<file path="config.mk">
export PLATFORM = sky130hd
export DESIGN_NAME = vector_distance_isqrt_unit_flat
export DESIGN_NICKNAME = d
export VERILOG_FILES = /design/src/rtl/core/vdi_pkg.sv /design/src/rtl/core/vdi_if.sv /design/src/rtl/core/vdi_root_pipe.sv /design/src/rtl/core/vector_distance_isqrt_unit.sv /design/src/flat_wrapper.sv
export SDC_FILE = /design/constraint.sdc
export NUM_CORES = 2
export LEC_CHECK = 0
export BUFFER_PORTS_ARGS = -buffer_cell sky130_fd_sc_hd__buf_2
export CORE_MARGIN = 2
export CORE_UTILIZATION = 25
export CTS_CLUSTER_DIAMETER = 150
export DETAILED_ROUTE_END_ITERATION = 6
export GPL_ROUTABILITY_DRIVEN = 0
export PLACE_DENSITY = 0.44
export SYNTH_ARGS = -nofsm -noshare
export SYNTH_HDL_FRONTEND = slang
export SYNTH_SLANG_ARGS = --single-unit
</file>
<file path="constraint.sdc">
create_clock -name clock -period 24.1 [get_ports clock]
set_input_delay 4.82 -clock clock [delete_from_list [all_inputs] [get_ports clock]]
set_output_delay 4.82 -clock clock [all_outputs]
set_load 0.02 [all_outputs]
</file>
<file path="src/rtl/core/vdi_pkg.sv">
// Shared widths, root stage state type and the root step function.
// No dependencies; used by the interfaces, the pipeline modules and the checker.
package vdi_pkg;

   localparam int COORD_BITS      = 16;
   localparam int DIST_BITS       = COORD_BITS + 1;
   localparam int ABS_BITS        = COORD_BITS;
   localparam int SQ_BITS         = 2 * COORD_BITS;
   localparam int SUM_BITS        = SQ_BITS + 1;
   localparam int RAD_BITS        = 2 * DIST_BITS;
   localparam int REM_BITS        = DIST_BITS + 3;
   localparam int ROOT_STEPS      = DIST_BITS;
   localparam int STEPS_PER_STAGE = 2;
   localparam int ROOT_STAGES     = (ROOT_STEPS + STEPS_PER_STAGE - 1) / STEPS_PER_STAGE;

   typedef struct packed {
      logic [RAD_BITS-1:0]  rad;
      logic [REM_BITS-1:0]  rem;
      logic [DIST_BITS-1:0] root;
   } root_state_type;

   // one bit-pair restoring step: bring down the next pair, try 4*root+1
   function automatic root_state_type root_step(input root_state_type cur);
      root_state_type       nxt;
      logic [REM_BITS-1:0]  rem_sh;
      logic [REM_BITS-1:0]  trial;
      rem_sh  = {cur.rem[REM_BITS-3:0], cur.rad[RAD_BITS-1 -: 2]};
      trial   = {1'b0, cur.root, 2'b01};
      nxt.rad = {cur.rad[RAD_BITS-3:0], 2'b00};
      if (rem_sh >= trial) begin
         nxt.rem  = rem_sh - trial;
         nxt.root = {cur.root[DIST_BITS-2:0], 1'b1};
      end else begin
         nxt.rem  = rem_sh;
         nxt.root = {cur.root[DIST_BITS-2:0], 1'b0};
      end
      return nxt;
   endfunction

endpackage

</file>
<file path="src/rtl/core/vdi_if.sv">
// Valid/ready channel interfaces for point pairs and distances.
// Depends on vdi_pkg.
interface vdi_req_if import vdi_pkg::*; ();
   logic                         valid;
   logic                         ready;
   logic signed [COORD_BITS-1:0] src_x;
   logic signed [COORD_BITS-1:0] src_y;
   logic signed [COORD_BITS-1:0] dst_x;
   logic signed [COORD_BITS-1:0] dst_y;

   modport source (output valid, src_x, src_y, dst_x, dst_y, input ready);
   modport sink   (input valid, src_x, src_y, dst_x, dst_y, output ready);
endinterface

interface vdi_rsp_if import vdi_pkg::*; ();
   logic                 valid;
   logic                 ready;
   logic [DIST_BITS-1:0] distance;

   modport source (output valid, distance, input ready);
   modport sink   (input valid, distance, output ready);
endinterface

</file>
<file path="src/rtl/core/vdi_root_pipe.sv">
// Pipelined bit-pair restoring square root, two steps per register stage (one in the last).
// Depends on vdi_pkg and vdi_rsp_if; drives the result channel.
module vdi_root_pipe import vdi_pkg::*; (
   input  logic                clock,
   input  logic                reset,
   input  logic                in_valid,
   output logic                in_ready,
   input  logic [SUM_BITS-1:0] in_sum,
   vdi_rsp_if.source           rsp_chan
);

   logic [ROOT_STAGES-1:0] valid_ff;
   logic [ROOT_STAGES:0]   stage_ready;
   root_state_type         state_ff [ROOT_STAGES];
   root_state_type         state_in [ROOT_STAGES];
   root_state_type         init_state;

   assign init_state.rad  = RAD_BITS'(in_sum);
   assign init_state.rem  = '0;
   assign init_state.root = '0;

   assign stage_ready[ROOT_STAGES] = rsp_chan.ready;
   assign in_ready                 = stage_ready[0];

   for (genvar s = 0; s < ROOT_STAGES; s++) begin : g_stage
      root_state_type step_val [STEPS_PER_STAGE+1];
      logic           up_valid;

      if (s == 0) begin : g_first
         assign step_val[0] = init_state;
         assign up_valid    = in_valid;
      end else begin : g_rest
         assign step_val[0] = state_ff[s-1];
         assign up_valid    = valid_ff[s-1];
      end

      for (genvar k = 0; k < STEPS_PER_STAGE; k++) begin : g_step
         if (s * STEPS_PER_STAGE + k < ROOT_STEPS) begin : g_do
            assign step_val[k+1] = root_step(step_val[k]);
         end else begin : g_pass
            assign step_val[k+1] = step_val[k];
         end
      end

      assign state_in[s]    = step_val[STEPS_PER_STAGE];
      assign stage_ready[s] = !valid_ff[s] || stage_ready[s+1];

      always_ff @(posedge clock) begin
         if (reset) begin
            valid_ff[s] <= 1'b0;
         end else if (stage_ready[s]) begin
            valid_ff[s] <= up_valid;
         end
      end

      always_ff @(posedge clock) begin
         if (stage_ready[s]) begin
            state_ff[s] <= state_in[s];
         end
      end
   end

   assign rsp_chan.valid    = valid_ff[ROOT_STAGES-1];
   assign rsp_chan.distance = state_ff[ROOT_STAGES-1].root;

endmodule

</file>
<file path="src/rtl/core/vector_distance_isqrt_unit.sv">
// Top level of the vector distance unit: differences, squares, sum, root pipeline.
// Depends on vdi_pkg, vdi_req_if, vdi_rsp_if and vdi_root_pipe.
//
// Returns floor(sqrt(dx*dx + dy*dy)) for each pair of signed points, one result per
// pair, in order. A new pair is taken every cycle while the output is not stalled; the
// pipeline has one stage each for the absolute differences, the two 16x16 squares
// and their sum, then nine stages of square root, each resolving two result bits but
// the last, which resolves one.
// A low rsp ready stalls the pipeline in place; bubbles are squeezed out first.
module vector_distance_isqrt_unit import vdi_pkg::*; (
   input  logic      clock,
   input  logic      reset,
   vdi_req_if.sink   req_chan,
   vdi_rsp_if.source rsp_chan
);

   logic                abs_valid_ff;
   logic [ABS_BITS-1:0] abs_x_ff, abs_x_in;
   logic [ABS_BITS-1:0] abs_y_ff, abs_y_in;
   logic                sq_valid_ff;
   logic [SQ_BITS-1:0]  sq_x_ff, sq_x_in;
   logic [SQ_BITS-1:0]  sq_y_ff, sq_y_in;
   logic                sum_valid_ff;
   logic [SUM_BITS-1:0] sum_ff, sum_in;
   logic                abs_ready, sq_ready, sum_ready, root_ready;
   logic [COORD_BITS:0] diff_x, diff_y;
   logic [COORD_BITS:0] mag_x, mag_y;

   // stage ready: take a transfer when empty or when the stage ahead moves
   assign sum_ready      = !sum_valid_ff || root_ready;
   assign sq_ready       = !sq_valid_ff || sum_ready;
   assign abs_ready      = !abs_valid_ff || sq_ready;
   assign req_chan.ready = abs_ready;

   always_comb begin
      diff_x   = {req_chan.dst_x[COORD_BITS-1], req_chan.dst_x}
               - {req_chan.src_x[COORD_BITS-1], req_chan.src_x};
      diff_y   = {req_chan.dst_y[COORD_BITS-1], req_chan.dst_y}
               - {req_chan.src_y[COORD_BITS-1], req_chan.src_y};
      mag_x    = diff_x[COORD_BITS] ? (~diff_x + 1'b1) : diff_x;
      mag_y    = diff_y[COORD_BITS] ? (~diff_y + 1'b1) : diff_y;
      abs_x_in = mag_x[ABS_BITS-1:0];
      abs_y_in = mag_y[ABS_BITS-1:0];
      sq_x_in  = SQ_BITS'(abs_x_ff) * SQ_BITS'(abs_x_ff);
      sq_y_in  = SQ_BITS'(abs_y_ff) * SQ_BITS'(abs_y_ff);
      sum_in   = SUM_BITS'(sq_x_ff) + SUM_BITS'(sq_y_ff);
   end

   always_ff @(posedge clock) begin
      if (reset) begin
         abs_valid_ff <= 1'b0;
         sq_valid_ff  <= 1'b0;
         sum_valid_ff <= 1'b0;
      end else begin
         if (abs_ready) begin
            abs_valid_ff <= req_chan.valid;
         end
         if (sq_ready) begin
            sq_valid_ff <= abs_valid_ff;
         end
         if (sum_ready) begin
            sum_valid_ff <= sq_valid_ff;
         end
      end
   end

   always_ff @(posedge clock) begin
      if (abs_ready) begin
         abs_x_ff <= abs_x_in;
         abs_y_ff <= abs_y_in;
      end
      if (sq_ready) begin
         sq_x_ff <= sq_x_in;
         sq_y_ff <= sq_y_in;
      end
      if (sum_ready) begin
         sum_ff <= sum_in;
      end
   end

   vdi_root_pipe u_root (
      .clock    (clock),
      .reset    (reset),
      .in_valid (sum_valid_ff),
      .in_ready (root_ready),
      .in_sum   (sum_ff),
      .rsp_chan (rsp_chan)
   );

endmodule

</file>
<file path="src/flat_wrapper.sv">
// flat-port wrapper written by rule: the top's interface ports become plain ports
module vector_distance_isqrt_unit_flat import vdi_pkg::*;
  (clock, reset, req_chan_valid, req_chan_src_x, req_chan_src_y, req_chan_dst_x, req_chan_dst_y, req_chan_ready, rsp_chan_valid, rsp_chan_distance, rsp_chan_ready);
  vdi_req_if req_chan_i ();
  vdi_rsp_if rsp_chan_i ();
  input  logic clock;
  input  logic reset;
  input wire logic [$bits(req_chan_i.valid)-1:0] req_chan_valid;
  input wire logic [$bits(req_chan_i.src_x)-1:0] req_chan_src_x;
  input wire logic [$bits(req_chan_i.src_y)-1:0] req_chan_src_y;
  input wire logic [$bits(req_chan_i.dst_x)-1:0] req_chan_dst_x;
  input wire logic [$bits(req_chan_i.dst_y)-1:0] req_chan_dst_y;
  output wire logic [$bits(req_chan_i.ready)-1:0] req_chan_ready;
  output wire logic [$bits(rsp_chan_i.valid)-1:0] rsp_chan_valid;
  output wire logic [$bits(rsp_chan_i.distance)-1:0] rsp_chan_distance;
  input wire logic [$bits(rsp_chan_i.ready)-1:0] rsp_chan_ready;
  assign req_chan_i.valid = req_chan_valid;
  assign req_chan_i.src_x = req_chan_src_x;
  assign req_chan_i.src_y = req_chan_src_y;
  assign req_chan_i.dst_x = req_chan_dst_x;
  assign req_chan_i.dst_y = req_chan_dst_y;
  assign req_chan_ready = req_chan_i.ready;
  assign rsp_chan_valid = rsp_chan_i.valid;
  assign rsp_chan_distance = rsp_chan_i.distance;
  assign rsp_chan_i.ready = rsp_chan_ready;
  vector_distance_isqrt_unit u_core (.clock(clock), .reset(reset), .req_chan(req_chan_i), .rsp_chan(rsp_chan_i));
endmodule
</file>
* Yosys cells after proc, flatten, opt, wreduce, memory -nomap -nowiden *
Memory sizes are Yosys's and may differ from the RTL's.
Index checks and enable logic that the tools add are counted.

storage, ports and cells
  register bits after elaboration = 141
  memory bits (writable) = 621
  bits of input ports = 68
  output and inout port bits = 19
  word-level logic and storage cells = 122
  memories = 1

memory list
  name                    depth  width  rd ports  clocked after Yosys merged registers in  write ports  RTL line             RTL
  u_core.u_root.state_ff  9      69     9         0                                        9            vdi_root_pipe.sv:14  root_state_type state_ff [ROOT_STAGES];

cells by class
  add/subtract/negate cells = 22
  $mul = 2
  magnitude comparators = 17
  muxes and demuxes = 37
  bitwise gates (word level) = 2
  reductions and logical operators = 24

operators by type and width
  cell                   count
  $mux 37                9
  $ge 20x19->1           16
  $mux 35                8
  $sub 20x19->20         9
  $sub 18x18->18         7
  $mul 16x16->32         2
  $sub 16x16->17         2
  $add 32x32->33         1
  $add 16x1->16 const B  2
  $mux 16                2
  $not 16->16            2
  $mux 1                 18
  $logic_not 1->1        12
  $logic_or 1x1->1       12
  $sub 1x1->2 const B    1
  $ge 1x1->1 const B     1

* Logic depth before layout (Yosys ltp) *
  word-level depth = 13
  gate-level depth with buffers = 27

* By module *
From an unflattened synthesis, not the netlist that was laid out.

unflattened totals
  cell total of the unflattened synthesis = 4375
  area total of the unflattened synthesis = 43849.6 µm²

modules (own cells, without submodules)
  module                      times used  cells each  area each (µm²)  sequential area each (µm²)
  vector_distance_isqrt_unit  1           2334        21987.3          3873.7
  vdi_root_pipe               1           2041        21862.2          10630.2

* Worst setup path after synthesis *
OpenSTA, ideal clock, no wires.

  kind = input-to-output
  start = input port rsp_chan_ready
  end = output port req_chan_ready
  arrival = 10.516 ns
  data required time = 19.280 ns
  slack = 8.764 ns
  cell stages on the path = 7
  path buffers = 0
  cells stage by stage = nor2b_1 and3_1 and3_1 nand3_1 nor2_1 nand4_1 or2_2

on the way
  cells in the longest elaborated chain, start to end = 12

RTL lines
  what                              RTL line                          RTL
  start, declared                   flat_wrapper.sv:16                input wire logic [$bits(rsp_chan_i.ready)-1:0] rsp_chan_ready;
  $logic_or 1x1->1 (7 in series)    vdi_root_pipe.sv:46               assign stage_ready[s] = !valid_ff[s] || stage_ready[s+1];
  net u_core.u_root.stage_ready[2]  vdi_root_pipe.sv:13               logic [ROOT_STAGES:0] stage_ready;
  $logic_or 1x1->1 (2 in series)    vdi_root_pipe.sv:46
  $logic_or 1x1->1                  vector_distance_isqrt_unit.sv:30  assign sum_ready = !sum_valid_ff || root_ready;
  $logic_or 1x1->1                  vector_distance_isqrt_unit.sv:31  assign sq_ready = !sq_valid_ff || sum_ready;
  net u_core.sq_ready               vector_distance_isqrt_unit.sv:25  logic abs_ready, sq_ready, sum_ready, root_ready;
  $logic_or 1x1->1                  vector_distance_isqrt_unit.sv:32  assign abs_ready = !abs_valid_ff || sq_ready;
  end, declared                     flat_wrapper.sv:13                output wire logic [$bits(req_chan_i.ready)-1:0] req_chan_ready;

The timed path passes the listed nets, and every way through them passes these cells.

* Worst setup path in the final report *
Same ends and word-level chain as after synthesis.

==> run summary <==
status -> finished clean
CTS HTree Levels -> 2
largest area contributor in the netlist -> edfxtp_1
Worst path max stage delay -> 0.46 ns
nets -> 5151
fin. max-slew vios -> 0
first-pass GRT wire length -> 160500 µm
Final min period -> 12.70 ns
average cell area after synthesis -> 10.06 µm²
Setup Fix Bufs, Post-CTS -> 0
number of synthesized register bits -> 487
Wirelength per Cell -> 15.00 µm
Post-Syn Area -> 42850 µm²
crit path cell chain -> buf_2 > nor2b_1 > and3_1 > and3_1 > nand3_2 > buf_4 > nor2_1 > nand4_1 > buf_4 > or2_2 > buf_2
Netlist cell types -> 84
filler cell count in the final layout -> 17830
placed cell count -> 6485
Worst Path Required -> 19.28 ns
initial antenna violation count -> 0
FMAX -> 0.07872 GHz
CORE AREA -> 169800 µm²
Syn Nets -> 5086
Worst setup startpoint -> rsp_chan_ready
Register Area -> 14500 µm²
grt total ovfl -> 0
vias in the first global route -> 30230
Fin Setup TNS -> 0 ns
min-delay src -> u_core.sum_ff[4]
Worst path slowest cell -> nor2_1
IO Count -> 87
Initial Util -> 25.23%
Syn-to-layout area delta -> 11.40%
Yosys warnings -> 0
Arr. time, crit path -> 7.88 ns
CTS buffer count -> 55
Root Driver -> clkbuf_16
DP HPWL -> 79340 µm
share of flip-flops with an asynchronous set or reset -> 0%
drt drc -> 0
largest net degree at the start of global routing -> 65
Tcrit/Tclk final -> 52.71%
Util after Layout -> 28.10%
clk buf depth -> 3
number of synthesized flops with an enable pin -> 475
I/O Buffers -> 86
R2R Path Start -> u_core.abs_y_ff[12]
DIE AREA -> 174700 µm²
Mapped Cells -> 4259
area of the multi-input gates -> 25390 µm²
post-cts resize count -> 0
clock slew at reported path FFs -> 0.06 ns
CP max FO -> 64
Layout Skew -> 0.06047 ns
RSZ-0062 raised after global routing -> no
DRC marker count from the first detailed-route iteration -> 1481
die span in x -> 418.0 µm
final hold violation count -> 0
chip height -> 418.0 µm
worst skew pair latency -> 0.67 ns
post-route ant nets -> 0
Worst slew margin -> 21.76%
Slew @ Worst Pin -> 1.168 ns
max_cap viols -> 0
gr usage total -> 11.38%
first drt pass iteration count -> 5
WL final -> 98850 µm
crit end category -> output port
vias per cell -> 4.429
CTS tree -> done
sequential share of the synthesized area -> 33.85%
Setup crit start kind -> input port
row count -> 151
total clock sinks -> 487
top cells by area, synth -> edfxtp_1 33%, fa_1 15%, ha_1 13%
Setup-failing EPs final -> 0
Final Non-Filler Cells -> 6588
share of post-route cells with drive strength above 1 -> 5.882%
top-area cell type share of the netlist area -> 33.29%
critical path class -> input port to output port
Hold Buf Count CTS -> 0
vias -> 29180
worst hold path class -> flop to flop
Synth Flop Type -> edfxtp_1
cells in the mapped netlist, types with 21 or more instances:
| cell | count |
|---|---|
| a21o_1 | 74 |
| a21oi_1 | 219 |
| a31oi_1 | 27 |
| and2_1 | 101 |
| and3_1 | 26 |
| clkbuf_1 | 75 |
| edfxtp_1 | 475 |
| fa_1 | 329 |
| ha_1 | 430 |
| inv_1 | 699 |
| mux2_2 | 25 |
| nand2_1 | 335 |
| nand2b_1 | 42 |
| nand3_1 | 50 |
| nand4_1 | 27 |
| nor2_1 | 310 |
| nor2b_1 | 44 |
| nor3_1 | 92 |
| o21a_1 | 62 |
| o21ai_0 | 142 |
| o31ai_1 | 27 |
| or3_1 | 21 |
| xnor2_1 | 213 |
| xor2_1 | 103 |
worst max-delay path: cells and delay by family:
family	cells	cell delay [ns]
and+or+nand+nor	7	2.01
buffers and inverters	4	0.95
sequential cells by signal (all words and copies together), names as in the netlist:
register and cells:
u_core.abs_valid_ff 1, u_core.abs_x_ff 16, u_core.abs_y_ff 16, u_core.sq_valid_ff 1, u_core.sq_x_ff 31, u_core.sq_y_ff 31, u_core.sum_ff 33, u_core.sum_valid_ff 1
u_core.u_root.g_stage.up_valid 8, u_core.u_root.rsp_chan.valid 1, u_core.u_root.state_ff 348
metal layers:
metal  wire length [µm]  track usage (%)  vias up
met3               2961            1.472      104
li1                   -                -    14610
met4               1735            2.344        0
met5                  0                0        -
met2              49300            20.44      343
met1              44850            14.52    14130
final cells by class:
class / instances / area share (%)
Clock inverter: 41 / 1.046
Antenna cell: 1 / 0.005242
Multi-Input combinational cell: 2980 / 53.19
Tap cell: 2218 / 5.814
Clock buffer: 61 / 2.951
Sequential cell: 487 / 30.38
Inverter: 702 / 5.520
Timing Repair Buffer: 98 / 1.090
per-stage QoR:
step / instance area (µm²) / worst slack (ns) / hold WS, ns
final: 47740 / 11.40 / 0.3814
after floorplan: 42850 / 8.764 / 0.4003
after global routing: 47730 / 11.10 / 0.3710
after detailed placement: 45830 / 11.39 / 0.4045
after CTS: 47730 / 11.37 / 0.3455
after global placement: 45830 / 11.38 / 0.4002
cell families (layout without fill, tap and decap cells):
family                   count (synthesis)  after routing  synth area share, %
buffers and inverters                  792            902                6.990
multiplexers                            39             39               0.9957
other                                    0              1                    0
AND/OR/NAND/NOR                       1138           1138                12.82
AO/OA/AOI/OAI                          728            728                10.96
XOR/XNOR                               316            316                6.459
flip-flops                             487            487                33.85
adder cells (fa/ha/maj)                759            759                27.93
cells in the final DEF, fill, tap and decap left out, types with 86 or more instances in the layout:
master,count
a21oi_1,219
and2_1,101
buf_2,86
edfxtp_1,475
fa_1,329
ha_1,430
inv_1,698
nand2_1,333
nor2_1,310
nor3_1,92
o21ai_0,142
xnor2_1,213
xor2_1,103
path summary, 6_finish.rpt:
check                                                      to  depth (start not counted)  slack (ns)
worst max-delay path                           req_chan_ready                         11       11.40
worst min-delay path            u_core.u_root.state_ff[0][43]                          0        0.38
worst max register to register             u_core.sq_y_ff[31]                         24       16.18
worst min register to register  u_core.u_root.state_ff[0][43]                          0        0.38
Power is left out: the tool's default activity adds up to more than one toggle a clock period on the data nets, which glitch-free logic cannot reach.
